--- src/rtl/nnsd_pkg.sv ---
// Package: shared types and constants for the nearest-neighbor distance block.
package nnsd_pkg;

    localparam int MAX_ELEMENTS = 65536;
    localparam int QUEUE_DEPTH  = 4;

    localparam int VLEN_W  = 17;
    localparam int QIDX_W  = 16;
    localparam int PIXEL_W = 8;
    localparam int CIDX_W  = 16;
    localparam int DIST_W  = 32;
    localparam int PADDR_W = 3;
    localparam int PDATA_W = 32;

    localparam logic [VLEN_W-1:0] VLEN_RESET = 17'h10000;
    localparam logic [QIDX_W-1:0] QIDX_RESET = 16'h0000;

    localparam logic REG_VECTOR_LENGTH = 1'b0;
    localparam logic REG_QUERY_INDEX   = 1'b1;

    typedef enum logic [1:0] {
        OP_LOAD  = 2'd0,
        OP_CAND  = 2'd1,
        OP_CLEAR = 2'd2,
        OP_NOP   = 2'd3
    } t_opcode;

    typedef enum logic {
        JOB_CAND  = 1'b0,
        JOB_CLEAR = 1'b1
    } t_job_kind;

    typedef struct packed {
        t_job_kind           kind;
        logic                last;
        logic [PIXEL_W-1:0]  diff;
        logic [CIDX_W-1:0]   cidx;
    } t_job;

endpackage

--- src/rtl/nnsd_fifo.sv ---
// Short job queue between the front and back sections.
module nnsd_fifo #(
    parameter int DEPTH = nnsd_pkg::QUEUE_DEPTH
) (
    input  logic                              i_clk,
    input  logic                              i_rst_n,
    input  logic                              i_push,
    input  nnsd_pkg::t_job                    i_push_data,
    input  logic                              i_pop,
    output logic                              o_valid,
    output nnsd_pkg::t_job                    o_head,
    output logic [$clog2(DEPTH+1)-1:0]        o_count
);

    localparam int PTR_W = (DEPTH > 1) ? $clog2(DEPTH) : 1;
    localparam int CNT_W = $clog2(DEPTH+1);
    localparam logic [PTR_W-1:0] LAST_PTR = PTR_W'(DEPTH - 1);

    nnsd_pkg::t_job     r_mem [DEPTH];
    logic [PTR_W-1:0]   r_wptr, n_wptr;
    logic [PTR_W-1:0]   r_rptr, n_rptr;
    logic [CNT_W-1:0]   r_count, n_count;

    always_comb begin
        n_wptr  = r_wptr;
        n_rptr  = r_rptr;
        n_count = r_count;
        if (i_push) begin
            n_wptr = (r_wptr == LAST_PTR) ? '0 : r_wptr + PTR_W'(1);
        end
        if (i_pop) begin
            n_rptr = (r_rptr == LAST_PTR) ? '0 : r_rptr + PTR_W'(1);
        end
        if (i_push && !i_pop) begin
            n_count = r_count + CNT_W'(1);
        end else if (!i_push && i_pop) begin
            n_count = r_count - CNT_W'(1);
        end
    end

    always_ff @(posedge i_clk) begin
        if (!i_rst_n) begin
            r_wptr  <= '0;
            r_rptr  <= '0;
            r_count <= '0;
        end else begin
            r_wptr  <= n_wptr;
            r_rptr  <= n_rptr;
            r_count <= n_count;
        end
    end

    always_ff @(posedge i_clk) begin
        if (i_push) begin
            r_mem[r_wptr] <= i_push_data;
        end
    end

    assign o_valid = (r_count != '0);
    assign o_head  = r_mem[r_rptr];
    assign o_count = r_count;

endmodule

--- config.mk ---
export PLATFORM = sky130hd
export DESIGN_NAME = nnsd_fifo
export DESIGN_NICKNAME = d
export VERILOG_FILES = /design/src/rtl/nnsd_pkg.sv /design/src/rtl/nnsd_fifo.sv
export SDC_FILE = /design/constraint.sdc
export NUM_CORES = 1
export LEC_CHECK = 0
export BUFFER_PORTS_ARGS = -buffer_cell sky130_fd_sc_hd__buf_2
export CELL_PAD_IN_SITES_DETAIL_PLACEMENT = 2
export CELL_PAD_IN_SITES_GLOBAL_PLACEMENT = 2
export CORE_MARGIN = 1.5
export CORE_UTILIZATION = 30
export CTS_BUF_LIST = sky130_fd_sc_hd__clkbuf_16
export DETAILED_ROUTE_END_ITERATION = 10
export GPL_ROUTABILITY_DRIVEN = 0
export GPL_TIMING_DRIVEN = 1
export PLACE_DENSITY_LB_ADDON = 0.1
export SYNTH_ARGS = -nofsm -noshare
export SYNTH_HDL_FRONTEND = slang
export SYNTH_SLANG_ARGS = --single-unit
--- constraint.sdc ---
create_clock -name i_clk -period 3.1 [get_ports i_clk]
set_input_delay 0.31 -clock i_clk [delete_from_list [all_inputs] [get_ports i_clk]]
set_output_delay 0.31 -clock i_clk [all_outputs]
set_load 0.02 [all_outputs]
==> metrics.cfg, run 1 <==
[synthesis]
synth_top_family_by_area = multiplexers
synth-compound-area-share_pct = 0.471
yosys_register_bits = 113
synthXorXnorAreaFrac_pct = 0.412
syn_inst = 179
ys_top_cells_by_area = edfxtp_1, mux4_2, dfxtp_1, mux4_1, ha_1
synthAdderAreaFrac_pct = 2.24
ys_types = 22
synth-seq-area-share_pct = 77.7
yosys_warnings = 0
postSynthAreaPerCell_sq_um = 23.7
netlist.area_leader.share_pct = 73.5
synth_area_sq_um = 4250
synth_simple_gate_area_share_pct = 1.97
synthMuxAreaShare_pct = 15.3
syn_nets = 216
synth_top_cell_by_area = edfxtp_1

[flow_run]
cap_violations = 0

[clock_tree]
cts_buffers = 17
cts_resized = 0
clkTransAtPathRegs_ps = 50
post-cts-setup-buffer-count = 0
cts_tree = done
htreeDepth = 4
clock_sinks = 113
cts_hold_buf = 0
cts_buffer_depth = 2
clkLatencyLatePin_ps = 410
cts-root-buf = clkbuf_16

[timing]
timing.setup.tns_ps = 0
tightestPinTransition_ps = 641
finalSetupViolCount = 0
layout_setup_ws_ps = 848
hold_viol = 0
max-slew-margin-rel_pct = 57.3
final.setup_skew_ps = 8.09
finalCritPeriodShare_pct = 72.7
clock.fmax_ghz = 0.444
rsz0062_at_grt = false
min_period_ps = 2250
slew_violations = 0
holdWs_ps = 116

[routing]
num_vias = 1984
viasPerCell = 4.40
drtAntennaViolNets = 0
drcViolationCount = 0
dr.first_iter.drc_count = 41
routedWlPerCell_um = 18.3
routed_wl_um = 8270
drt-pass1-iter-count = 6

[setup_path]
slowest_delay_ps = 630
arrival_ps = 1940
cp-start-kind = register
slowest_stage = mux4_1
cp_num_buf_inv = 2
path_max_fanout = 21
reg2reg_depth = 4
crit_path_end_kind = output pin
cp_num_cells = 3
cpLargestDelayFamily = multiplexers
crit_chain = buf_12 > mux4_1 > buf_2
path_class = register to output pin
cp.required_ps = 2790

[floorplanning]
start_util_pct = 30.7
core_area_sq_um = 13800
rows = 43
die_height_um = 122
die_area_sq_um = 14900
die_w_um = 122
top_level_ports = 60

[power]
powerDensity_nw_per_um2 = 720
finalPower_mw = 3.81
p_leak_nw = 1.88
vdd.ir_drop.worst_mv = 0.434

[grt]
grt_pass1_vias = 2324
grt_overflow = 0
grt_pass1_wl_um = 13000
grt_start_max_net_pins = 27
grt_usage_pct = 12.6
antenna_found_initial = 0

[placement]
io_buffers = 59
hpwl_um = 5200
dp_slack_ps = 1240

[layout]
fillers = 1315
syn_to_final_growth_pct = 24.5
drive_gt1_share_pct = 40.6
diodes = 0
finalNetCount = 296
fin_util_pct = 38.2

[outcome]
status = finished clean

[hold_path]
min_path_type = input pin to register
hold_depth = 1

-- stage by stage --
stage,instance area [sq um],cells
6_report,5290,451
5_1_grt,5290,451
4_1_cts,5290,451
3_3_place_gp,4780,420
2_1_floorplan,4250,179
3_5_place_dp,4780,420
-- Yosys cell counts (all sizes together) --
cell / count
edfxtp: 104
mux4: 26
dfxtp: 9
ha: 6
and2: 5
buf: 5
nor2b: 5
inv: 4
mux2i: 4
or3: 2
a21boi: 1
clkbuf: 1
fa: 1
nor2: 1
nor3: 1
o21a: 1
o21ai: 1
xnor2: 1
xor2: 1
-- layout make-up --
class                      instances  area (sq um)  area share (%)
clock buffer                      17           425            8.04
clock inverter                    14          86.3            1.63
inverter                           4          15.0           0.284
multi-input combinational         56           865            16.3
sequential                       113          3300            62.5
tap                              180           225            4.26
timing repair buffer              67           368            6.96
-- cells by family (layout without fill, tap and decap cells) --
group	count (synthesis)	after routing
AOI/OAI and AO/OA	3	3
xor gates and xnor gates	2	2
adders and majority gates	7	7
buffers and inverters	10	102
DFF	113	113
muxes	30	30
and+or+nand+nor	14	14
-- registers in the layout, indices dropped and copies added (netlist names), named ones only --
signal / count
o_count: 3
r_mem: 104
r_rptr: 2
r_wptr: 2
-- power breakdown --
part	switching (mW)	internal [mW]
logic	0.209	0.149
clock network	0.618	1.06
registers	0.0277	1.75
-- worst reg2reg max path: cells and delay by family, from the launching register on --
kind	cells	cell delay, ps
and+or+nand+nor	1	540
buffers and inverters	2	470
DFF	1	350
adders and majority gates	1	140
-- cells in the final DEF, fill, tap and decap left out, types with 5 or more instances in the layout --
cell	count
dfxtp_1	8
and2_1	5
clkbuf_16	17
buf_4	7
ha_1	6
mux4_2	20
mux4_1	6
buf_2	59
inv_1	9
edfxtp_1	104
nor2b_1	5
-- per-layer routing --
layer  up-vias  track usage, %  wire [um]
li1        905               -          -
met1      1010            15.5       3710
met4         0            5.96        141
met5         -               0          0
met2        56            19.2       3940
met3        13            5.57        479
-- final timing paths --
path	slack, ps	endpoint	start
setup / recovery	850	o_head[13]	register
hold / removal	120	r_mem[2][6]	i_push_data[6]
setup reg to reg	1290	r_mem[2][3]	r_wptr[0]
hold reg to reg	510	o_count[2]	o_count[2]
Power figures use the tool's default switching activity.
==> run 2: changes to the inputs <==
==> constraint.sdc (replaced) <==
create_clock -name i_clk -period 2.1 [get_ports i_clk]
set_input_delay 0.21 -clock i_clk [delete_from_list [all_inputs] [get_ports i_clk]]
set_output_delay 0.21 -clock i_clk [all_outputs]
set_load 0.02 [all_outputs]
==> metrics.cfg, run 2 (synthesized netlist as in run 1, its figures left out) <==
[grt]
grt_pass1_vias = 2357  ; +1.4%
grt_overflow = 0  ; unchanged
grt_start_max_net_pins = 27  ; unchanged
grt_pass1_wl_um = 13300  ; +2.7%
antenna_found_initial = 0  ; unchanged
grt_usage_pct = 12.9  ; +0.22 points

[floorplanning]
core_area_sq_um = 13800  ; unchanged
die_area_sq_um = 14900  ; unchanged
rows = 43  ; unchanged
die_height_um = 122  ; unchanged
top_level_ports = 60  ; unchanged
start_util_pct = 30.7  ; unchanged
die_w_um = 122  ; unchanged

[setup_path]
path_max_fanout = 14  ; -33%
slowest_delay_ps = 540  ; -90 ps
crit_path_end_kind = output pin
path_class = register to output pin
cp-start-kind = register
regToRegSetupSlack_ps = 640  ; -650 ps
slowest_stage = mux4_2
cp.required_ps = 1890  ; -900 ps
arrival_ps = 1750  ; -190 ps
crit_chain = buf_12 > mux4_2 > buf_2

[layout]
largest_reg_flops = 104  ; unchanged
final_cell_mix = edfxtp_1, buf_2, mux4_2
diodes = 0  ; unchanged
drive_gt1_share_pct = 43.3  ; +2.7 points
final_common_cell = edfxtp_1
fin_area_sq_um = 5430  ; +2.6%
top_register = r_mem
syn_to_final_growth_pct = 27.7
stdcell_count = 455  ; +0.89%
finalNetCount = 299  ; +1.0%
fin_util_pct = 39.3  ; +1.0 points

[placement]
hpwl_um = 5300  ; +2.1%
placed_area_sq_um = 4820  ; +1.0%
io_buffers = 59  ; unchanged
dp_cells = 423  ; +0.71%

[clock_tree]
clock_sinks = 113  ; unchanged
post-cts-setup-buffer-count = 0  ; unchanged
clkLatencyLatePin_ps = 410  ; about the same
cts-root-buf = clkbuf_16
cts_hold_buf = 0  ; unchanged
htreeDepth = 4  ; unchanged
clkTransAtPathRegs_ps = 50  ; about the same
cts_tree = done
cts_buffers = 17  ; unchanged
cts_buffer_depth = 2  ; unchanged

[routing]
routed_wl_um = 8380  ; +1.4%
drtAntennaViolNets = 0  ; unchanged
routedWlPerCell_um = 18.4  ; +0.46%
drcViolationCount = 0  ; unchanged
drt-pass1-iter-count = 4  ; -2
viasPerCell = 4.44  ; +1.0%
num_vias = 2022  ; +1.9%
dr.first_iter.drc_count = 93  ; +130%

[timing]
final.setup_skew_ps = 12.4  ; +4.29 ps
min_period_ps = 1960
clock.fmax_ghz = 0.511
finalSetupViolCount = 0  ; unchanged
timing.setup.tns_ps = 0  ; unchanged
max-slew-margin-rel_pct = 79.6  ; +22 points
finalCritPeriodShare_pct = 93.3
rsz0062_at_grt = false
slew_violations = 0  ; unchanged
hold_viol = 0  ; unchanged
tightestPinTransition_ps = 307  ; -334 ps

[hold_path]
min_path_type = input pin to register

[power]
vdd.ir_drop.worst_mv = 0.671  ; +55%
powerDensity_nw_per_um2 = 1120  ; +55%
p_leak_nw = 1.93  ; +2.9%

[flow_run]
cap_violations = 0  ; unchanged

[outcome]
status = finished clean

run 2: cell types whose count changed in the layout (fill, tap and decap cells not counted), sizes merged:
cell	previous run	this run
buf	67	70
clkinvlp	1	2
bufinv	1	4
inv	9	6
run 2: layout make-up:
cell class                 instances  area (sq um)
sequential                       113          3310
timing repair buffer              70           415
inverter                           4          15.0
clock buffer                      17           425
fill                            1299          8400
multi-input combinational         56           865
tap                              180           225
clock inverter                    15           175
run 2: worst paths after layout:
path | startpoint | end | cells past startpoint
worst max-delay path | register | o_head[6] | 3
worst min-delay path | i_push_data[11] | r_mem[0][11] | 1
worst max register to register | o_count[0] | o_count[2] | 4
worst min register to register | o_count[2] | o_count[2] | 2
run 2: routing by layer:
metal  vias up  part of all wire [%]  wire (um)  track usage, %
met2        50                    49       4140            20.4
met3        12                   5.4        450            4.96
met5         -                     0          0               0
met4         0                   1.7        142            6.62
li1        910                     -          -               -
met1      1050                    44       3650            15.2
run 2: report_power, final:
part	internal (mW)	switching, mW	leakage (nW)
Combinational	0.231	0.310	0.602
Sequential	2.58	0.0426	1.03
Clock	1.95	0.952	0.300
run 2: metrics by stage:
| stage | worst slack (ps) | total power, mW | hold slack, ps |
|---|---|---|---|
| finish | 142 | 6.06 | 13.7 |
| global route | 51.5 | 6.30 | 9.22 |
| CTS | 6.64 | 6.17 | 0.485 |
| detailed placement | 376 | 3.22 | 435 |
| global placement | 407 | 3.22 | 426 |
| floorplan | 508 | 3.00 | 309 |
run 2: worst max-delay path, delay by kind of cell, from the launching register on:
kind                   cells  cell delay (ps)
buffers and inverters      2              380
multiplexers               1              540
flip-flops                 1              430
run 2: repair_timing:
| action | in CTS | in global routing |
|---|---|---|
| endpoints found under the setup margin | 0 | 15 |
| endpoints found under the hold margin | 0 | 0 |
| gates resized for setup | 0 | 1 |
==> run 3: changes to the inputs <==
--- a/config.mk
+++ b/config.mk
@@ -5,7 +5,7 @@
 export SDC_FILE = /design/constraint.sdc
 export NUM_CORES = 1
 export LEC_CHECK = 0
-export BUFFER_PORTS_ARGS = -buffer_cell sky130_fd_sc_hd__buf_2
+export BUFFER_PORTS_ARGS = -buffer_cell sky130_fd_sc_hd__buf_4
 export CELL_PAD_IN_SITES_DETAIL_PLACEMENT = 2
 export CELL_PAD_IN_SITES_GLOBAL_PLACEMENT = 2
 export CORE_MARGIN = 1.5
==> metrics.cfg, run 3 (synthesized netlist as in run 1, its figures left out) <==
[clock_tree]
htreeDepth = 4  ; unchanged
clkTransAtPathRegs_ps = 50  ; about the same
cts-root-buf = clkbuf_16
cts_tree = done
cts_buffers = 17  ; unchanged
clock_sinks = 113  ; unchanged
clkLatencyLatePin_ps = 410  ; about the same
cts_buffer_depth = 2  ; unchanged

[routing]
drtAntennaViolNets = 0  ; unchanged
routedWlPerCell_um = 17.5  ; -4.7%
drt-pass1-iter-count = 4  ; unchanged
num_vias = 2081  ; +2.9%
dr.first_iter.drc_count = 60  ; -35%
drcViolationCount = 0  ; unchanged
routed_wl_um = 8420  ; +0.54%
viasPerCell = 4.34  ; -2.4%

[setup_path]
cpLargestDelayFamily = multiplexers
cp-start-kind = register
crit_path_end_kind = output pin
cp.required_ps = 1890  ; about the same
slowest_delay_ps = 600  ; +60 ps
r2r-end = r_mem[2][10]
crit_chain = buf_4 > mux4_1 > buf_4
cp_num_buf_inv = 2  ; unchanged
slowest_stage = mux4_1
regToRegSetupSlack_ps = 500  ; -140 ps
arrival_ps = 1750  ; about the same
timing.rr.start = r_wptr[0]
path_class = register to output pin
reg2reg_depth = 4  ; unchanged
cpMostUsedCell = buf_4
path_max_fanout = 8  ; -6

[power]
p_sw_mw = 1.30  ; -0.57%
powerDensity_nw_per_um2 = 1040  ; -7.1%
power_frac_comb_pct = 10.7  ; +1.8 points
finalPower_mw = 6.02  ; -0.68%
vdd.ir_drop.worst_mv = 0.400  ; -40%
clkPwrFrac_pct = 45.8  ; -2.1 points
power.internal_mw = 4.72  ; -0.71%
p_leak_nw = 2.07  ; +7.1%
seqPwrFrac_pct = 43.5  ; +0.3 points
switching_share_pct = 21.5  ; +0.024 points

[grt]
grt_usage_pct = 12.7  ; -0.13 points
grtUsageMet2_pct = 21.3  ; +0.95 points
grt_pass1_vias = 2490  ; +5.6%
grt_start_max_net_pins = 27  ; unchanged
grt_overflow = 0  ; unchanged
top_usage_layer = met2
grt_pass1_wl_um = 13300  ; -0.41%
antenna_found_initial = 0  ; unchanged
gr-usage-met1_pct = 14.2  ; -0.94 points
globalRouteMet3Util_pct = 4.96  ; unchanged

[placement]
io_buffers = 59  ; unchanged
hpwl_um = 5250  ; -1.1%

[hold_path]
holdCritStartpoint = i_rst_n
whs_endpoint = o_count[0]
hold_depth = 2  ; +1
min_path_type = input pin to register

[layout]
drive_gt1_share_pct = 38.7  ; -4.6 points
finalNetCount = 324  ; +8.4%
diodes = 0  ; unchanged
top_register = r_mem
largest_reg_flops = 104  ; unchanged
final_cell_mix = edfxtp_1, buf_4, dlygate4sd3_1
syn_to_final_growth_pct = 36.5
final_common_cell = edfxtp_1

[timing]
finalCritPeriodShare_pct = 93.2  ; about the same
tightestPinTransition_ps = 550  ; +244 ps
finalSetupViolCount = 0  ; unchanged
min_period_ps = 1960  ; -1.49 ps
final.setup_skew_ps = 9.82  ; -2.56 ps
timing.setup.tns_ps = 0  ; unchanged
clock.fmax_ghz = 0.511  ; about the same
slew_violations = 0  ; unchanged
hold_viol = 0  ; unchanged
max-slew-margin-rel_pct = 63.3  ; -16 points
rsz0062_at_grt = false

[outcome]
status = finished clean

[flow_run]
cap_violations = 0  ; unchanged

[floorplanning]
top_level_ports = 60  ; unchanged
die_height_um = 122  ; unchanged
start_util_pct = 30.7  ; unchanged
die_w_um = 122  ; unchanged
die_area_sq_um = 14900  ; unchanged
core_area_sq_um = 13800  ; unchanged
rows = 43  ; unchanged

==> run 3: changes by cell type in the layout (fill, tap and decap cells not counted) <==
cell / delta
buf_2: -59
clkinv_2: -2
dfxtp_2: +1
clkinv_4: +1
dfxtp_4: -1
buf_4: +58
bufinv_16: -1
dlygate4sd3_1: +26
clkinv_1: +2
==> run 3: layer usage <==
layer / vias up / wire [um]
met5: - / 0
met3: 12 / 468
met1: 1056 / 3560
met2: 52 / 4280
li1: 961 / -
met4: 0 / 114
==> run 3: layout make-up <==
| type | count | area, sq um |
|---|---|---|
| Clock buffer | 17 | 425 |
| Inverter | 4 | 15.0 |
| Clock inverter | 15 | 151 |
| Fill cell | 1280 | 8030 |
| Multi-Input combinational cell | 56 | 865 |
| Tap cell | 180 | 225 |
| Sequential cell | 113 | 3300 |
| Timing Repair Buffer | 95 | 816 |
==> run 3: stage by stage <==
step / cell area [sq um] / util, % / cells / worst slack (ps) / hold WS, ps
3_3_place_gp: 4960 / 35.9 / 422 / 417 / 413
5_1_grt: 5800 / 42.0 / 480 / 81.2 / 71.4
2_1_floorplan: 4250 / - / 179 / 508 / 309
3_5_place_dp: 4960 / 35.9 / 422 / 368 / 414
6_report: 5800 / 42.0 / 480 / 143 / 71.8
4_1_cts: 5800 / 42.0 / 480 / 100 / 53.3
==> run 3: power by group through the flow <==
stage                     logic (mW)  clock network, mW  registers (mW)
after floorplan                0.337                  0            2.66
after global placement         0.621                  0            2.66
after detailed placement       0.623                  0            2.66
after CTS                      0.666               2.84            2.62
after global routing           0.704               2.92            2.62
final                          0.644               2.76            2.62
==> run 3: how the worst max path moves through the flow <==
stage              start           to  slack (ps)  cells after the start
2_1_floorplan  r_wptr[0]  r_mem[3][0]         510                      2
4_1_cts         register   o_head[21]         100                      3
6_report        register   o_head[21]         140                      3
3_3_place_gp       i_pop   o_count[2]         420                      8
3_5_place_dp       i_pop   o_count[2]         370                      8
5_1_grt         register   o_head[10]          80                      3
==> run 3: what timing repair did <==
item / CTS / global route
setup buffers: 0 / 0
hold buffers: 26 / 0
endpoints found under the hold margin: 104 / 0
gates resized for setup: 0 / 0
