<file path="config.mk">
export PLATFORM = sky130hd
export DESIGN_NAME = nnsd_back_flat
export DESIGN_NICKNAME = d
export VERILOG_FILES = /design/src/rtl/nnsd_pkg.sv /design/src/rtl/nnsd_out_if.sv /design/src/rtl/nnsd_back.sv /design/src/flat_wrapper.sv
export SDC_FILE = /design/constraint.sdc
export NUM_CORES = 1
export LEC_CHECK = 0
export BUFFER_PORTS_ARGS = -buffer_cell sky130_fd_sc_hd__buf_2
export CORE_ASPECT_RATIO = 1.2
export CORE_MARGIN = 2
export CORE_UTILIZATION = 40
export DETAILED_ROUTE_END_ITERATION = 12
export SKIP_CTS_REPAIR_TIMING = 1
export SKIP_LAST_GASP = 1
export SYNTH_ARGS = -nofsm -noshare
export SYNTH_HDL_FRONTEND = slang
export SYNTH_SLANG_ARGS = --single-unit
</file>
<file path="constraint.sdc">
create_clock -name i_clk -period 14.8 [get_ports i_clk]
set_clock_uncertainty 0.2 [all_clocks]
set_input_delay 2.22 -clock i_clk [delete_from_list [all_inputs] [get_ports i_clk]]
set_output_delay 2.22 -clock i_clk [all_outputs]
set_load 0.05 [all_outputs]
</file>
<file path="src/rtl/nnsd_pkg.sv">
// Package: shared types and constants for the nearest-neighbor distance block.
package nnsd_pkg;

    localparam int MAX_ELEMENTS = 65536;
    localparam int QUEUE_DEPTH  = 4;

    localparam int VLEN_W  = 17;
    localparam int QIDX_W  = 16;
    localparam int PIXEL_W = 8;
    localparam int CIDX_W  = 16;
    localparam int DIST_W  = 32;
    localparam int PADDR_W = 3;
    localparam int PDATA_W = 32;

    localparam logic [VLEN_W-1:0] VLEN_RESET = 17'h10000;
    localparam logic [QIDX_W-1:0] QIDX_RESET = 16'h0000;

    localparam logic REG_VECTOR_LENGTH = 1'b0;
    localparam logic REG_QUERY_INDEX   = 1'b1;

    typedef enum logic [1:0] {
        OP_LOAD  = 2'd0,
        OP_CAND  = 2'd1,
        OP_CLEAR = 2'd2,
        OP_NOP   = 2'd3
    } t_opcode;

    typedef enum logic {
        JOB_CAND  = 1'b0,
        JOB_CLEAR = 1'b1
    } t_job_kind;

    typedef struct packed {
        t_job_kind           kind;
        logic                last;
        logic [PIXEL_W-1:0]  diff;
        logic [CIDX_W-1:0]   cidx;
    } t_job;

endpackage

</file>
<file path="src/rtl/nnsd_out_if.sv">
// Interface: result channel with valid/ready handshake.
interface nnsd_out_if;
    logic                          valid;
    logic                          ready;
    logic [nnsd_pkg::CIDX_W-1:0]   done_index;
    logic [nnsd_pkg::DIST_W-1:0]   distance;
    logic [nnsd_pkg::DIST_W-1:0]   best_distance;
    logic [nnsd_pkg::CIDX_W-1:0]   best_index;
    logic                          found;

    modport source (output valid, output done_index, output distance,
                    output best_distance, output best_index, output found, input ready);
    modport sink   (input valid, input done_index, input distance,
                    input best_distance, input best_index, input found, output ready);
endinterface

</file>
<file path="src/rtl/nnsd_back.sv">
// Back section: square and accumulate, track the nearest candidate, register results.
module nnsd_back (
    input  logic                          i_clk,
    input  logic                          i_rst_n,
    input  logic                          i_job_valid,
    input  nnsd_pkg::t_job                i_job,
    output logic                          o_pop,
    input  logic [nnsd_pkg::QIDX_W-1:0]   i_query_index,
    nnsd_out_if.source                    o_out
);

    localparam int DW = nnsd_pkg::DIST_W;
    localparam int IW = nnsd_pkg::CIDX_W;
    localparam int SQ_W = 2 * nnsd_pkg::PIXEL_W;

    logic [DW-1:0]  r_acc, n_acc;
    logic [DW-1:0]  r_best_d, n_best_d;
    logic [IW-1:0]  r_best_i, n_best_i;
    logic           r_found, n_found;
    logic           r_ov, n_ov;
    logic           load_out;
    logic [IW-1:0]  r_done_index;
    logic [DW-1:0]  r_distance;
    logic [DW-1:0]  r_out_best_d;
    logic [IW-1:0]  r_out_best_i;
    logic           r_out_found;

    logic [SQ_W-1:0] sq;
    logic [DW-1:0]   sum;

    assign o_pop = i_job_valid && (!r_ov || o_out.ready);
    assign sq    = SQ_W'(i_job.diff) * SQ_W'(i_job.diff);
    assign sum   = r_acc + DW'(sq);

    always_comb begin
        n_acc    = r_acc;
        n_best_d = r_best_d;
        n_best_i = r_best_i;
        n_found  = r_found;
        load_out = 1'b0;
        if (o_pop) begin
            unique case (i_job.kind)
                nnsd_pkg::JOB_CLEAR: begin
                    n_acc    = '0;
                    n_best_d = '1;
                    n_best_i = '0;
                    n_found  = 1'b0;
                end
                nnsd_pkg::JOB_CAND: begin
                    if (i_job.last) begin
                        n_acc    = '0;
                        load_out = 1'b1;
                        if (i_job.cidx != i_query_index) begin
                            if (!r_found || sum < r_best_d) begin
                                n_best_d = sum;
                                n_best_i = i_job.cidx;
                            end
                            n_found = 1'b1;
                        end
                    end else begin
                        n_acc = sum;
                    end
                end
            endcase
        end
    end

    always_comb begin
        n_ov = r_ov;
        if (load_out) begin
            n_ov = 1'b1;
        end else if (o_out.ready) begin
            n_ov = 1'b0;
        end
    end

    always_ff @(posedge i_clk) begin
        if (!i_rst_n) begin
            r_acc    <= '0;
            r_best_d <= '1;
            r_best_i <= '0;
            r_found  <= 1'b0;
            r_ov     <= 1'b0;
        end else begin
            r_acc    <= n_acc;
            r_best_d <= n_best_d;
            r_best_i <= n_best_i;
            r_found  <= n_found;
            r_ov     <= n_ov;
        end
    end

    always_ff @(posedge i_clk) begin
        if (load_out) begin
            r_done_index <= i_job.cidx;
            r_distance   <= sum;
            r_out_best_d <= n_best_d;
            r_out_best_i <= n_best_i;
            r_out_found  <= n_found;
        end
    end

    assign o_out.valid         = r_ov;
    assign o_out.done_index    = r_done_index;
    assign o_out.distance      = r_distance;
    assign o_out.best_distance = r_out_best_d;
    assign o_out.best_index    = r_out_best_i;
    assign o_out.found         = r_out_found;

endmodule

</file>
<file path="src/flat_wrapper.sv">
// flat-port wrapper written by rule: the top's interface ports become plain ports
module nnsd_back_flat 
  (i_clk, i_rst_n, i_job_valid, i_job, o_pop, i_query_index, o_out_valid, o_out_done_index, o_out_distance, o_out_best_distance, o_out_best_index, o_out_found, o_out_ready);
  nnsd_out_if o_out_i ();
  input  logic i_clk;
  input  logic i_rst_n;
  input  logic i_job_valid;
  input  nnsd_pkg::t_job i_job;
  output logic o_pop;
  input  logic [nnsd_pkg::QIDX_W-1:0] i_query_index;
  output wire logic [$bits(o_out_i.valid)-1:0] o_out_valid;
  output wire logic [$bits(o_out_i.done_index)-1:0] o_out_done_index;
  output wire logic [$bits(o_out_i.distance)-1:0] o_out_distance;
  output wire logic [$bits(o_out_i.best_distance)-1:0] o_out_best_distance;
  output wire logic [$bits(o_out_i.best_index)-1:0] o_out_best_index;
  output wire logic [$bits(o_out_i.found)-1:0] o_out_found;
  input wire logic [$bits(o_out_i.ready)-1:0] o_out_ready;
  assign o_out_valid = o_out_i.valid;
  assign o_out_done_index = o_out_i.done_index;
  assign o_out_distance = o_out_i.distance;
  assign o_out_best_distance = o_out_i.best_distance;
  assign o_out_best_index = o_out_i.best_index;
  assign o_out_found = o_out_i.found;
  assign o_out_i.ready = o_out_ready;
  nnsd_back u_core (.i_clk(i_clk), .i_rst_n(i_rst_n), .i_job_valid(i_job_valid), .i_job(i_job), .o_pop(o_pop), .i_query_index(i_query_index), .o_out(o_out_i));
endmodule
</file>
==> flow_summary.ini, run 1 <==
[run_status]
status = finished, final reports clean

[logic_synthesis]
synth.yosys.seq_area_share = 0.454
ys.flop_type = edfxtp_1
synthesis.nets = 1068
synth_cells = 911
synth_area_leaders = edfxtp_1, dfxtp_1, ha_1
async_reset_ff_frac = 0
avgSynthCellArea_um2 = 11.0
yosysTopAreaCell = edfxtp_1
yosys_warnings = 0
synth_edf_count = 97
ys_ff_latch = 179
synth_cell_types = 50
synth_top_area_share = 0.290
netlist_area_um2 = 10000

[grt]
grt_pass1_vias = 7244
grt_overflow = 0
antenna_found_initial = 0
grt_use_total = 0.188
grt_pass1_wl_um = 38300
grt_start_max_net_pins = 72

[clock_network]
clockBufferDepth = 2
cts.sinks = 179
cts_tree = built
clockRootBuffer = clkbuf_16
clk_pin_slew_worst_paths_ns = 0.06
clk_latency_ns = 0.45
cts.htree.levels = 4
numCtsBuffers = 17

[floorplanning]
initial_utilization = 0.407
pin_count = 145
row_count = 63
dieArea_um2 = 26400
coreArea_um2 = 24700
die_w_um = 149
dieHeight_um = 178

[worst_setup_path]
path_cells = buf_2, and2_1, fa_1, fa_1, fa_1, inv_1, fa_1, inv_1, ha_1, o21ai_0, or3_1, a21boi_1, o21ai_0, xnor2_1, inv_1, ha_1, nand4_1, nor4_1, o211ai_1, a21oi_1, or3_1, o21ai_2, buf_4, o22a_1
end_kind = flop
r2r-start = u_core.r_acc[5]$_SDFFE_PN0P_
path_class = primary input to flop
r2r-end = u_core.o_out.best_distance[0]$_DFFE_PP_
cp_num_cells = 24
slowest_delay_ns = 0.86
critPathMaxFanout = 34
timing.critical_path.to = u_core.o_out.best_distance[0]$_DFFE_PP_
critPathMostFrequentCell = fa_1
worstPathRequired_ns = 14.79
reg2reg_depth = 25
start_kind = primary input
critical-path-top-delay-family = adder cells
crit_arrival_ns = 9.99
crit_path_start = i_job[18]
slowest_stage = or3_1
cp_num_buf_inv = 5
r2r_setup_slack_ns = 6.71

[detailed_routing]
first_iter_violations = 386
wirelength_um = 23900
vias_per_cell = 5.21
ant_nets = 0
vias = 7207
wl_per_cell_um = 17.3
firstDrtPassIters = 5
drc_errors = 0

[timing]
tns_ns = 0
fmax_mhz = 100
slew_viol_final = 0
tightest_slew_ns = 1.07
report.final.hold_viol_count = 0
setup_ws_ns = 4.80
fin_crit_ns = 10.00
period_share = 0.676
rsz0062_at_grt = false
setup_violations = 0
slew_headroom = 0.287

[placed_design]
dpl.hpwl_um = 17100
place_congestion = 0.821
portBuffers = 144
pre_cts_slack_ns = 4.32

[job]
maxCapViolCount = 0

[pwr]
netSwitchingFraction = 0.368
p_leak_uw = 0.00539
internal_power_uw = 1070
power.density_nw_per_um2 = 144
peakVddDrop_mv = 0.0913
p_comb_frac = 0.364
p_sw_uw = 620
power_frac_clock = 0.287
seq_power_share = 0.349

[finish]
layout-drive-gt1-share = 0.182
nFillCells = 2308
finish.utilization = 0.474
syn_to_final_growth_pct = 16.5
final_net_count = 1201
n_antenna_cell = 0

[hold_path]
hold_path.class = flop to flop
hold_start = u_core.r_acc[31]$_SDFFE_PN0P_
[per-layer routing]
metal	global-route usage	up-vias	share of wire
met5	0	-	0
met4	0.0556	0	0.015
met3	0.0553	27	0.064
met2	0.302	173	0.47
met1	0.246	3495	0.45
li1	-	3512	-
[per-stage QoR]
step / instance area, um^2 / total power [uW] / cells / hold slack, ns
floorplan: 10000 / 1050 / 911 / 0.229
global placement: 11100 / 1210 / 1350 / 0.253
detailed placement: 11100 / 1210 / 1350 / 0.261
CTS: 11700 / 1700 / 1382 / 0.279
global route: 11700 / 1790 / 1382 / 0.304
finish: 11700 / 1690 / 1382 / 0.276
[cells by family (layout without fill, tap and decap cells)]
group / count (synthesis) / in the layout / synth area share
AOI/OAI and AO/OA: 209 / 209 / 0.152
and+or+nand+nor: 205 / 205 / 0.123
DFF: 179 / 179 / 0.454
buffers and inverters: 157 / 303 / 0.0621
adders and majority gates: 111 / 111 / 0.166
xor gates and xnor gates: 48 / 48 / 0.0419
muxes: 2 / 2 / 0.00199
[layout by cell type (no fill, tap or decap), types with 7 or more instances in the layout]
cell,count
nor2b_1,18
a22oi_1,15
nand2_1,43
xor2_1,27
buf_4,7
xnor2_1,21
a31oi_1,8
nor2_1,12
o31a_1,16
o21ai_0,33
ha_1,74
inv_1,120
fa_1,37
edfxtp_1,97
a22o_1,7
buf_2,144
a21o_1,7
clkbuf_16,19
or3_1,21
a21oi_1,37
dfxtp_1,82
a2bb2oi_1,26
o22a_1,38
nor4b_1,16
and2_1,40
and3b_1,16
[cell usage after synthesis (2+ instances only)]
library cell  instances
a211oi_1              3
nor4b_1              16
nor4_1                5
nor2_1               12
a22oi_1              15
clkbuf_1             24
o211ai_1              3
a31oi_1               8
a2111o_1              2
and3b_1              16
a21boi_0              3
or3_1                21
edfxtp_1             97
fa_1                 37
o31a_1               16
xnor2_1              21
a22o_1                7
nor3_1                3
dfxtp_1              82
a21oi_1              37
o2111ai_1             2
nand3_1               5
nor2b_1              18
or2_2                 2
mux2i_1               2
xor2_1               27
o22a_1               38
buf_6                 3
nand2b_1              4
ha_1                 74
and4_1                4
a21o_1                7
nand4_1               3
inv_1               120
a211o_1               3
and2_1               40
a2bb2oi_1            26
nand2_1              44
buf_2                 9
and3_1                6
nor3b_1               5
o21ai_0              33
[sequential cells by signal, summed over array words and instances, names as in the netlist]
register	count
u_core.o_out.found	1
u_core.r_best_d	32
u_core.o_out.valid	1
u_core.r_best_i	16
u_core.r_acc	32
u_core.r_found	1
u_core.o_out.distance	32
u_core.o_out.done_index	16
u_core.o_out.best_index	16
u_core.o_out.best_distance	32
[worst reg2reg max path, delay by kind of cell (launching register included)]
kind / cells / cell delay [ns]
buffers and inverters: 6 / 0.67
and+or+nand+nor: 4 / 1.80
xor gates and xnor gates: 1 / 0.46
adders and majority gates: 6 / 2.53
AOI/OAI and AO/OA: 8 / 1.87
DFF: 1 / 0.33
[how the worst min path moves through the flow]
stage / to / cells after the start / slack, ns
4_1_cts: u_core.r_acc[31]$_SDFFE_PN0P_ / 2 / 0.28
2_1_floorplan: u_core.r_acc[15]$_SDFFE_PN0P_ / 2 / 0.23
6_report: u_core.r_acc[31]$_SDFFE_PN0P_ / 2 / 0.28
3_5_place_dp: u_core.r_acc[15]$_SDFFE_PN0P_ / 2 / 0.26
3_3_place_gp: u_core.r_acc[15]$_SDFFE_PN0P_ / 2 / 0.25
5_1_grt: u_core.r_acc[31]$_SDFFE_PN0P_ / 2 / 0.30
[cell type report]
| type | count | area [um^2] | area share |
|---|---|---|---|
| Clock buffer | 21 | 503 | 0.0430 |
| Multi-Input combinational cell | 575 | 4880 | 0.417 |
| Sequential cell | 179 | 4550 | 0.389 |
| Clock inverter | 11 | 133 | 0.0113 |
| Tap cell | 325 | 407 | 0.0348 |
| Timing Repair Buffer | 151 | 773 | 0.0661 |
| Inverter | 120 | 450 | 0.0385 |
[power groups by stage]
| stage | Combinational [uW] | Sequential [uW] | Clock [uW] |
|---|---|---|---|
| finish | 615 | 589 | 484 |
| global route | 687 | 592 | 511 |
| CTS | 619 | 589 | 493 |
| detailed placement | 614 | 600 | 0 |
| global placement | 607 | 600 | 0 |
| floorplan | 399 | 650 | 0 |
Power figures use the tool's default switching activity.
==> run 2, diff against run 1 <==
Settings changed: ABC_AREA set to 1.
Clock period 14.8 ns to 10 ns, I/O delays scaled along.
==> run 2 against run 1 <==
  * Count of clock-buffer cells in the layout is 3 lower
  * Die area is 6.2% higher
  * Worst hold slack worse by 0.0054 ns
  * Critical path type unchanged
  * Largest cell class unchanged
  * Combinational power is 53% higher
  * Via count is 18% higher
  * Wire length is 6.0% higher
  * Highest routed layer unchanged
  * Non-clock buffer count is 1 higher
  * Clock power is 32% higher
  * Global-route usage is 0.18 points lower
==> flow_summary.ini, run 2 <==
[run_status]
status = finished, final reports clean

[logic_synthesis]
ys.flop_type = edfxtp_1
synth_commonest_cells = nand2_1, inv_1, nand3_1
synthesis.nets = 1444
synth_cell_types = 36
async_reset_ff_frac = 0
synth_area_leaders = edfxtp_1, dfxtp_1, nand2_1
synth_top_area_share = 0.273
synth.yosys.seq_area_share = 0.426
yosysTopAreaCell = edfxtp_1
post-synth-top-count-cell = nand2_1
netlist_area_um2 = 10700
synth_edf_count = 97
ys_ff_latch = 179
yosys_warnings = 0
avgSynthCellArea_um2 = 8.30
synth_cells = 1287

[finish]
layout-drive-gt1-share = 0.144
nFillCells = 2608
finish.utilization = 0.466
final_net_count = 1570
n_antenna_cell = 0
final_common_cell = nand2_1
syn_to_final_growth_pct = 14.6
layout_common_cells = nand2_1, inv_1, buf_2, nand3_1, edfxtp_1

[worst_setup_path]
r2r_setup_slack_ns = 3.55
critPathMostFrequentCell = nand2_1
reg2reg_depth = 27
worstPathRequired_ns = 9.98
crit_arrival_ns = 7.49
r2r-end = u_core.o_out.best_index[15]$_DFFE_PP_
start_kind = primary input
slowest_delay_ns = 0.55
path_class = primary input to flop
critPathMaxFanout = 30
r2r-start = u_core.r_acc[7]$_SDFFE_PN0P_
slowest_stage = fa_1
end_kind = flop

[timing]
tns_ns = 0
period_share = 0.751
slew_headroom = 0.374
setup_violations = 0
fmax_mhz = 133
hold_slack_ns = 0.271
fin_crit_ns = 7.51
report.final.hold_viol_count = 0
tightest_slew_ns = 0.939
slew_viol_final = 0
rsz0062_at_grt = false

[detailed_routing]
wirelength_um = 25300
wl_per_cell_um = 14.4
vias_per_cell = 4.82
vias = 8491
drc_errors = 0
firstDrtPassIters = 5
first_iter_violations = 500
ant_nets = 0

[floorplanning]
pin_count = 145
dieArea_um2 = 28000
initial_utilization = 0.407
dieHeight_um = 183
coreArea_um2 = 26300
row_count = 65
die_w_um = 153

[hold_path]
hold_start = u_core.r_acc[15]$_SDFFE_PN0P_
whs_endpoint = u_core.r_acc[15]$_SDFFE_PN0P_
hold_path.class = flop to flop
worstHoldPathCells = 2

[pwr]
power.density_nw_per_um2 = 200
peakVddDrop_mv = 0.142
p_leak_uw = 0.00613

[clock_network]
clockRootBuffer = clkbuf_16
cts.htree.levels = 4
cts.sinks = 179
cts_tree = built
clk_latency_ns = 0.43
clk_pin_slew_worst_paths_ns = 0.07
clockBufferDepth = 2
numCtsBuffers = 17

[placed_design]
place_congestion = 0.871
dpl.hpwl_um = 18500
portBuffers = 144

[grt]
grt_pass1_vias = 8375
grt_pass1_wl_um = 41600
grt_overflow = 0
grt_start_max_net_pins = 78
grt_use_total = 0.186
antenna_found_initial = 0

[job]
maxCapViolCount = 0
## run 2: cell types whose count changed in the layout (fill, tap and decap cells not counted), sizes merged, moves of 21 or more
| cell | previous run | this run |
|---|---|---|
| nand2 | 44 | 391 |
| o21ai | 34 | 9 |
| a21oi | 37 | 76 |
| nor2 | 12 | 48 |
| or3 | 21 | 0 |
| inv | 125 | 233 |
| and2 | 40 | 0 |
| o22a | 38 | 0 |
| nand3 | 5 | 119 |
| a2bb2oi | 26 | 0 |
## run 2: cells by family (layout without fill, tap and decap cells)
kind of cell | Yosys count | after routing | synth area share
xor+xnor | 42 | 42 | 0.0380
simple gates | 580 | 580 | 0.227
flops | 179 | 179 | 0.426
fa+ha+maj | 111 | 111 | 0.156
buf+inv | 276 | 415 | 0.103
compound gates | 98 | 98 | 0.0490
mux | 1 | 1 | 0.000937
## run 2: worst max-delay path, delay by kind of cell
family | cells | cell delay, ns
fa+ha+maj | 6 | 2.37
simple gates | 15 | 1.73
buf+inv | 5 | 0.76
xor+xnor | 2 | 0.60
compound gates | 3 | 0.53
## run 2: layout make-up
cell class / count / area [um^2] / share of cell area
Multi-Input combinational cell: 832 / 5060 / 0.413
Sequential cell: 179 / 4550 / 0.372
Inverter: 231 / 867 / 0.0708
Timing Repair Buffer: 152 / 781 / 0.0638
Clock buffer: 18 / 429 / 0.0351
Tap cell: 335 / 419 / 0.0342
Clock inverter: 14 / 133 / 0.0108
## run 2: per-stage QoR
step           power, uW  instances  setup WS (ns)  instance area [um^2]
2_1_floorplan       1560       1287           2.98                 10700
3_3_place_gp        1810       1729           1.99                 11700
3_5_place_dp        1810       1729           2.01                 11700
4_1_cts             2460       1761           2.47                 12200
5_1_grt             2620       1761           1.96                 12200
6_report            2450       1761           2.49                 12200
## run 2: worst max path at each step
stage / from / end / slack (ns)
6_report: i_job[22] / u_core.o_out.best_index[15]$_DFFE_PP_ / 2.49
5_1_grt: i_job[21] / u_core.o_out.best_distance[26]$_DFFE_PP_ / 1.96
4_1_cts: i_job[18] / u_core.o_out.best_index[9]$_DFFE_PP_ / 2.47
3_5_place_dp: i_job[18] / u_core.o_out.best_index[11]$_DFFE_PP_ / 2.01
3_3_place_gp: i_job[22] / u_core.o_out.best_index[12]$_DFFE_PP_ / 1.99
2_1_floorplan: i_job[22] / u_core.o_out.best_distance[9]$_DFFE_PP_ / 2.98
## run 2: power breakdown
| part | switching (uW) | total (uW) | leakage (uW) | internal (uW) |
|---|---|---|---|---|
| registers | 17.7 | 866 | 0.00158 | 848 |
| clock network | 294 | 640 | 0.000267 | 345 |
| logic | 657 | 940 | 0.00428 | 283 |
## run 2: metal layers
layer	global-route usage	wire (um)	up-vias
met5	0	0	-
met4	0.0515	352	0
met3	0.0336	1100	24
met2	0.326	12300	196
met1	0.236	11500	3980
li1	-	-	4291
==> run 3, diff against run 2 <==
Clock period 10 ns to 7.3 ns, I/O delays scaled along.
==> run 3 against run 2 <==
  * Die area is the same
  * First-iteration DRC count increased by 8.8%
  * Register-to-register slack worse by 2.3 ns
  * Non-clock buffer count grew 27
  * Cell area up 1.6%
  * Total power rose by 43%
  * Cell count increased by 1.5%
  * Setup slack worse by 1.9 ns
  * Sequential cell count unchanged
  * Sequential share of layout area is 0.59 points lower
  * Count of clock-buffer cells in the layout is 1 higher
  * Worst hold slack worse by 0.0018 ns
==> flow_summary.ini, run 3 (synthesis gave the netlist of run 2 again) <==
[worst_setup_path]
slowest_delay_ns = 0.54
start_kind = primary input
critPathMaxFanout = 12
end_kind = flop
crit_arrival_ns = 6.74
path_class = primary input to flop
worstPathRequired_ns = 7.29
slowest_stage = fa_1
critPathMostFrequentCell = nand2_1

[grt]
antenna_found_initial = 0
grt_pass1_vias = 8740
grt_pass1_wl_um = 43600
grt_use_total = 0.195
grt_overflow = 0
grt_start_max_net_pins = 78

[finish]
final_net_count = 1597
layout_common_cells = nand2_1, inv_1, buf_2, nand3_1, edfxtp_1
layout-drive-gt1-share = 0.158
nFillCells = 2543
n_antenna_cell = 0
final_common_cell = nand2_1
syn_to_final_growth_pct = 16.4

[clock_network]
cts.sinks = 179
numCtsBuffers = 17
cts.htree.levels = 4
clk_pin_slew_worst_paths_ns = 0.07
cts_tree = built
clk_latency_ns = 0.43
clockBufferDepth = 2
clockRootBuffer = clkbuf_16

[floorplanning]
initial_utilization = 0.407
row_count = 65
pin_count = 145
die_w_um = 153
dieHeight_um = 183
dieArea_um2 = 28000
coreArea_um2 = 26300

[detailed_routing]
ant_nets = 0
first_iter_violations = 544
vias_per_cell = 4.89
firstDrtPassIters = 6
vias = 8742
drc_errors = 0
wl_per_cell_um = 15.0
wirelength_um = 26800

[placed_design]
dpl.hpwl_um = 19400
pre_cts_slack_ns = 0.0997
place_congestion = 0.855
portBuffers = 144

[timing]
hold_slack_ns = 0.269
slew_headroom = 0.260
period_share = 0.924
fin_crit_ns = 6.75
tightest_slew_ns = 1.11
slew_viol_final = 0
fmax_mhz = 148
setup_violations = 0
tns_ns = 0
rsz0062_at_grt = false
setup_ws_ns = 0.553
report.final.hold_viol_count = 0

[pwr]
power.density_nw_per_um2 = 281
p_comb_frac = 0.410
netSwitchingFraction = 0.389
seq_power_share = 0.339
peakVddDrop_mv = 0.261
p_leak_uw = 0.00627
p_sw_uw = 1360
power_frac_clock = 0.250
internal_power_uw = 2130

[job]
maxCapViolCount = 0

[hold_path]
hold_path.class = flop to flop

[run_status]
status = finished, final reports clean
[run 3: area by class of cell]
cell class	instances	area, um^2	area share
Multi-Input combinational cell	832	5060	0.407
Sequential cell	179	4550	0.366
Timing Repair Buffer	179	996	0.0801
Inverter	231	867	0.0697
Clock buffer	19	433	0.0348
Tap cell	335	419	0.0337
Clock inverter	13	110	0.00885
[run 3: power by group through the flow]
stage          Clock, uW  Combinational [uW]  Sequential (uW)
2_1_floorplan          0                 833             1310
3_3_place_gp           0                1420             1200
3_5_place_dp           0                1430             1210
4_1_cts              898                1440             1180
5_1_grt              935                1620             1190
6_report             873                1430             1180
[run 3: metrics by stage]
step	instances	power, uW	utilization	cell area (um^2)
floorplan	1287	2140	-	10700
global placement	1756	2620	0.453	11900
detailed placement	1756	2630	0.453	11900
CTS	1788	3520	0.473	12400
global route	1788	3740	0.473	12400
finish	1788	3490	0.473	12400
[run 3: final timing paths]
kind / start / end / slack [ns] / depth (start not counted)
setup / recovery: i_job[21] / u_core.o_out.best_distance[7]$_DFFE_PP_ / 0.55 / 31
hold reg to reg: u_core.r_acc[13]$_SDFFE_PN0P_ / u_core.r_acc[13]$_SDFFE_PN0P_ / 0.27 / 2
setup reg to reg: u_core.r_acc[6]$_SDFFE_PN0P_ / u_core.o_out.best_distance[7]$_DFFE_PP_ / 1.20 / 28
hold / removal: u_core.r_acc[13]$_SDFFE_PN0P_ / u_core.r_acc[13]$_SDFFE_PN0P_ / 0.27 / 2
[run 3: critical path: cells and delay by family]
family / cells / cell delay, ns
and+or+nand+nor: 12 / 1.03
adders and majority gates: 6 / 2.64
xor gates and xnor gates: 1 / 0.45
buffers and inverters: 7 / 0.72
AOI/OAI and AO/OA: 5 / 0.78
[run 3: per-layer routing]
metal / vias up / share of wire / GRT usage
met5: - / 0 / 0
li1: 4352 / - / -
met1: 4128 / 0.47 / 0.255
met3: 26 / 0.047 / 0.0340
met2: 236 / 0.47 / 0.331
met4: 0 / 0.017 / 0.0600
